**src/hdl/assert_macros.svh**
```systemverilog
// assertion macros shared by the rtl
`ifndef ASSERT_MACROS_SVH
`define ASSERT_MACROS_SVH

// implication checked on every rising clock edge outside reset
`define ASSERT_CLK(label, clk, rstn, prop) \
  label: assert property (@(posedge clk) disable iff (!rstn) prop) \
    else $error("assertion failed");

// condition that must never be seen on a rising clock edge outside reset
`define ASSERT_NEVER(label, clk, rstn, cond) \
  label: assert property (@(posedge clk) disable iff (!rstn) !(cond)) \
    else $error("forbidden condition seen");

`endif

```
**src/hdl/csc_pkg.sv**
```systemverilog
// package with shared constants and types of the cordic sine and cosine core
`default_nettype none
package csc_pkg;

  localparam int unsigned DATA_W      = 32;
  localparam int unsigned ITER_W      = 6;
  localparam int unsigned ROM_WORDS   = 32;
  localparam int unsigned MAX_STAGES_DEF = 32;
  localparam int unsigned ADDR_W      = 2;
  localparam int unsigned PDATA_W     = 32;

  localparam logic [ADDR_W-1:0] REG_ITERATIONS = 2'd0;
  localparam logic [ITER_W-1:0] ITER_RESET = 6'd32;
  localparam logic [DATA_W-1:0] GAIN_INIT  = 32'h26DD3B6A;

  localparam logic [DATA_W-1:0] ATAN_ROM [ROM_WORDS] = '{
    32'h3243F6A8, 32'h1DAC6705, 32'h0FADBAFC, 32'h07F56EA6,
    32'h03FEAB76, 32'h01FFD55B, 32'h00FFFAAA, 32'h007FFF55,
    32'h003FFFEA, 32'h001FFFFD, 32'h000FFFFF, 32'h0007FFFF,
    32'h0003FFFF, 32'h0001FFFF, 32'h0000FFFF, 32'h00007FFF,
    32'h00003FFF, 32'h00001FFF, 32'h00000FFF, 32'h000007FF,
    32'h000003FF, 32'h000001FF, 32'h000000FF, 32'h0000007F,
    32'h0000003F, 32'h0000001F, 32'h0000000F, 32'h00000008,
    32'h00000004, 32'h00000002, 32'h00000001, 32'h00000000
  };

  typedef struct packed {
    logic [DATA_W-1:0] x;
    logic [DATA_W-1:0] y;
    logic [DATA_W-1:0] z;
  } vec_t;

endpackage
`default_nettype wire

```
**src/hdl/csc_cell.sv**
```systemverilog
// one cordic micro-rotation cell with its own request and vector registers
`default_nettype none
module csc_cell
  import csc_pkg::*;
#(
  parameter int unsigned IDX = 0
) (
  input  wire logic              clk_i,
  input  wire logic              rst_ni,
  input  wire logic [ITER_W-1:0] n_i,
  input  wire logic              valid_i,
  input  wire vec_t              vec_i,
  output logic                   valid_o,
  output vec_t                   vec_o
);

  localparam logic [ITER_W-1:0] IDX_C = ITER_W'(IDX);
  localparam logic [DATA_W-1:0] ANGLE = ATAN_ROM[IDX];

  logic  valid_q;
  vec_t  vec_q, vec_d;
  logic [DATA_W-1:0] xs, ys;

  assign xs = DATA_W'($signed(vec_i.x) >>> IDX);
  assign ys = DATA_W'($signed(vec_i.y) >>> IDX);

  always_comb begin
    vec_d = vec_i;
    if (IDX_C < n_i) begin
      if (vec_i.z[DATA_W-1]) begin
        vec_d.x = vec_i.x + ys;
        vec_d.y = vec_i.y - xs;
        vec_d.z = vec_i.z + ANGLE;
      end else begin
        vec_d.x = vec_i.x - ys;
        vec_d.y = vec_i.y + xs;
        vec_d.z = vec_i.z - ANGLE;
      end
    end
  end

  always_ff @(posedge clk_i or negedge rst_ni) begin
    if (!rst_ni) begin
      valid_q <= 1'b0;
    end else begin
      valid_q <= valid_i;
    end
  end

  always_ff @(posedge clk_i) begin
    if (valid_i) begin
      vec_q <= vec_d;
    end
  end

  assign valid_o = valid_q;
  assign vec_o   = vec_q;

endmodule
`default_nettype wire

```
**config.mk**
```make
export PLATFORM = sky130hd
export DESIGN_NAME = csc_cell
export DESIGN_NICKNAME = d
export VERILOG_FILES = /design/src/hdl/assert_macros.svh /design/src/hdl/csc_pkg.sv /design/src/hdl/csc_cell.sv
export SDC_FILE = /design/constraint.sdc
export NUM_CORES = 1
export LEC_CHECK = 0
export ABC_AREA = 0
export BUFFER_PORTS_ARGS = -buffer_cell sky130_fd_sc_hd__buf_2
export CORE_MARGIN = 1
export CORE_UTILIZATION = 35
export CTS_BUF_LIST = sky130_fd_sc_hd__clkbuf_8 sky130_fd_sc_hd__clkbuf_16
export DETAILED_ROUTE_END_ITERATION = 6
export PLACE_DENSITY_LB_ADDON = 0.3
export SYNTH_ARGS = -nofsm -noshare
export SYNTH_HDL_FRONTEND = slang
export SYNTH_SLANG_ARGS = --single-unit
```
**constraint.sdc**
```tcl
create_clock -name clk_i -period 0.8 [get_ports clk_i]
set_input_delay 0.2 -clock clk_i [delete_from_list [all_inputs] [get_ports clk_i]]
set_output_delay 0.2 -clock clk_i [all_outputs]
set_load 0.005 [all_outputs]
```
==> results by group <==
Cells and area
  – Cell area after layout: 18400 µm²
  – Non-filler cells, final: 2319
  – Layout cells sized above 1: 51.6%
  – Final #Nets: 2153
  – Util after Layout: 62.1%
  – Commonest non-fill, non-tap cell in the layout: buf_4
  – Fillers: 2438
  – Most frequent cells in the layout: 405 x buf_4, 176 x buf_2, 135 x nor2_1, 120 x a21oi_1, 96 x edfxtp_1
  – Area growth from synthesis to final layout: 74.4%

STA
  – Worst setup margin: -1.91 ns
  – Max-slew violation count: 0
  – Hold slack: 0.127 ns
  – Final hold viol count: 0
  – # setup viols final: 190
  – Fmax: 368 MHz
  – RSZ-0062 raised after global routing: true
  – Slew @ Worst Pin: 0.610 ns
  – Tcrit/Tclk final: 339%
  – Final critical-path required period: 2.71 ns
  – Relative slew slack: 58.9%

Drt
  – Post-DRT Antenna Nets: 0
  – Detailed Routing Iterations Pass 1: 7
  – WL per Instance: 18.1 µm
  – Via density per instance: 5.30
  – Routed WL: 41900 µm
  – Iteration-0 DRC Markers: 767
  – DR vias: 12300
  – Drc violations: 0

Worst setup path
  – Worst path required time: 0.92 ns
  – Endpoint class of the critical path: register
  – Crit path arrival time: 2.84 ns
  – Crit-path max FO: 6
  – Critical path class: input port to register
  – Startpoint types: input port

GRT
  – Congestion Overflow GR: 0
  – Largest net degree at the start of global routing: 41
  – First-pass GRT wire length: 63000 µm
  – Vias in the first global route: 12200
  – Global Route Usage Sum: 25.8%
  – Antenna violations before repair: 1

Clocking
  – CTS Buf Count: 9
  – CTS H-tree depth: 3
  – CTS tree: done
  – Number of clock sinks: 97
  – CTS clk-pin slew, worst paths: 0.08 ns
  – Clock buffer depth: 2
  – CTS Root Cell: clkbuf_16

Place
  – Placed inst area: 15500 µm²
  – Setup WS pre-CTS: -2.50 ns
  – I/O Buffers: 201
  – Cells after DPL: 2217
  – Post-DP HPWL: 29900 µm
  – Gpl congestion: 0.937

Yosys
  – Netlist cell types: 89
  – Sequential area share after synthesis: 27.5%
  – Post-Syn Area: 10600 µm²
  – Synth Area per Inst: 8.16 µm²
  – Post-Synthesis Cells: 1296
  – Predominant post-synthesis flop cell: edfxtp_1
  – Asr flop ratio synth: 1.03%
  – Syn_nets: 1526
  – Ys Warns: 0
  – Post-synth EDFFs: 96
  – Yosys reg bits: 97

Floorplanning
  – Core ar.: 29700 µm²
  – Row count: 63
  – Die width: 176 µm
  – Initial Util: 35.6%
  – Die area: 30900 µm²
  – Die Y: 176 µm
  – Ports: 202

Status
  – Failing checks: negative setup slack
  – Status: finished with violations

Pwr
  – VDD IR max: 981 µV
  – Combinational share of power: 53.1%
  – P_sw: 9.11 mW
  – Int Pwr: 16.0 mW
  – Switching Share: 36.3%
  – Clock share of power: 19.3%
  – Pwr Density: 1360 nW/µm²
  – Static Leak: 8.14 nW
  – Seq pwr share: 27.6%

Worst hold path
  – HP Class: input port to asynchronous set/reset pin

Job
  – Max_cap viols: 0
==> layout make-up <==
class	instances	area [µm²]	share of cell area (%)
inverters	107	469	2.54
clock buffers	10	239	1.30
multi-input cells	1027	9000	48.8
flip-flops and latches	97	2910	15.8
clock inverters	6	65.1	0.353
repair buffers	681	5270	28.6
diodes	1	2.50	0.0136
well taps	390	488	2.65
==> cells in the mapped netlist (all sizes together), types with 6 or more instances <==
library cell  number  share of area [%]
a211oi            13               0.97
a21o              24                1.7
a21oi            177                8.5
a31oi             19                1.1
and3              10               0.59
buf               23                1.1
clkbuf            42                1.5
edfxtp            96                 27
ha               121                 14
inv              105                3.7
mux2i             12                1.1
nand2             74                2.6
nand2b             9               0.53
nand3             22                1.0
nand4             12               0.71
nor2             150                5.3
nor2b              7               0.41
nor3              31                1.5
o211ai             9               0.69
o21a               8               0.57
o21ai            102                4.8
o21bai            21                1.5
o221ai             6               0.62
o31ai             15                1.1
or3                7               0.41
xnor2             66                5.5
xor2              18                1.5
==> state kept, by name, summed over array words and instances (netlist names) <==
register / cells
valid_o: 1
vec_o: 96
==> final timing paths <==
check	depth (start not counted)	from	slack, ns	to
hold / removal	2	rst_ni	0.13	valid_o$_DFF_PN0_
setup / recovery	14	vec_i[36]	-1.91	vec_o[61]$_DFFE_PP_
max in group asynchronous	2	rst_ni	0.59	valid_o$_DFF_PN0_
min in group clk_i	3	vec_i[37]	0.13	vec_o[37]$_DFFE_PP_
==> power groups by stage <==
stage / registers, mW / logic (mW) / clock network (mW)
finish: 6.93 / 13.3 / 4.83
global placement: 7.04 / 10.4 / 0
CTS: 6.94 / 12.1 / 4.92
floorplan: 7.15 / 5.49 / 0
detailed placement: 7.04 / 10.5 / 0
global route: 7.01 / 14.3 / 5.06
==> logic make-up (layout without fill, tap and decap cells) <==
group                    count (synthesis)  after routing  share of synthesized area, %
multiplexers                            14             14                          1.35
buffers and inverters                  172            804                          6.38
adder cells (fa/ha/maj)                125            125                          15.1
XOR/XNOR                                84             84                          6.96
other                                    0              1                             0
AO/OA/AOI/OAI                          453            453                          27.5
flip-flops                              97             97                          27.5
AND/OR/NAND/NOR                        351            351                          15.3
==> metal layers <==
layer	up-vias	track usage, %	part of all wire, %	routed length [µm]
met4	2	9.31	2.9	1210
li1	5941	-	-	-
met3	87	3.64	5.2	2170
met2	402	44.0	49	20400
met5	-	0	0.045	19
met1	5870	33.0	43	18100
==> worst max-delay path, stage by stage <==
cell and delay, ns:
buf_8 0.09, inv_8 0.03, ha_4 0.31, buf_12 0.13
and3_4 0.20, o21ai_4 0.07, a2111o_1 0.45, a21oi_4 0.25
o221ai_4 0.18, o31ai_4 0.26, a31oi_2 0.16, nor3_2 0.16
mux2i_1 0.12, o21a_1 0.21
==> through the flow <==
| stage | total power, mW | TNS [ns] |
|---|---|---|
| floorplan | 12.6 | -117.56 |
| global placement | 17.5 | -182.02 |
| detailed placement | 17.6 | -184.44 |
| CTS | 23.9 | -144.90 |
| global route | 26.3 | -158.63 |
| finish | 25.1 | -149.32 |
==> repair_timing <==
action                                 in CTS  in global routing
buffers inserted                           48                 52
gates cloned                                2                  1
resized for setup                         263                152
hold buffers                                4                  0
pin swaps                                 178                166
setup endpoints to repair                 190                190
endpoints found under the hold margin       4                  0
Power figures use the tool's default switching activity.
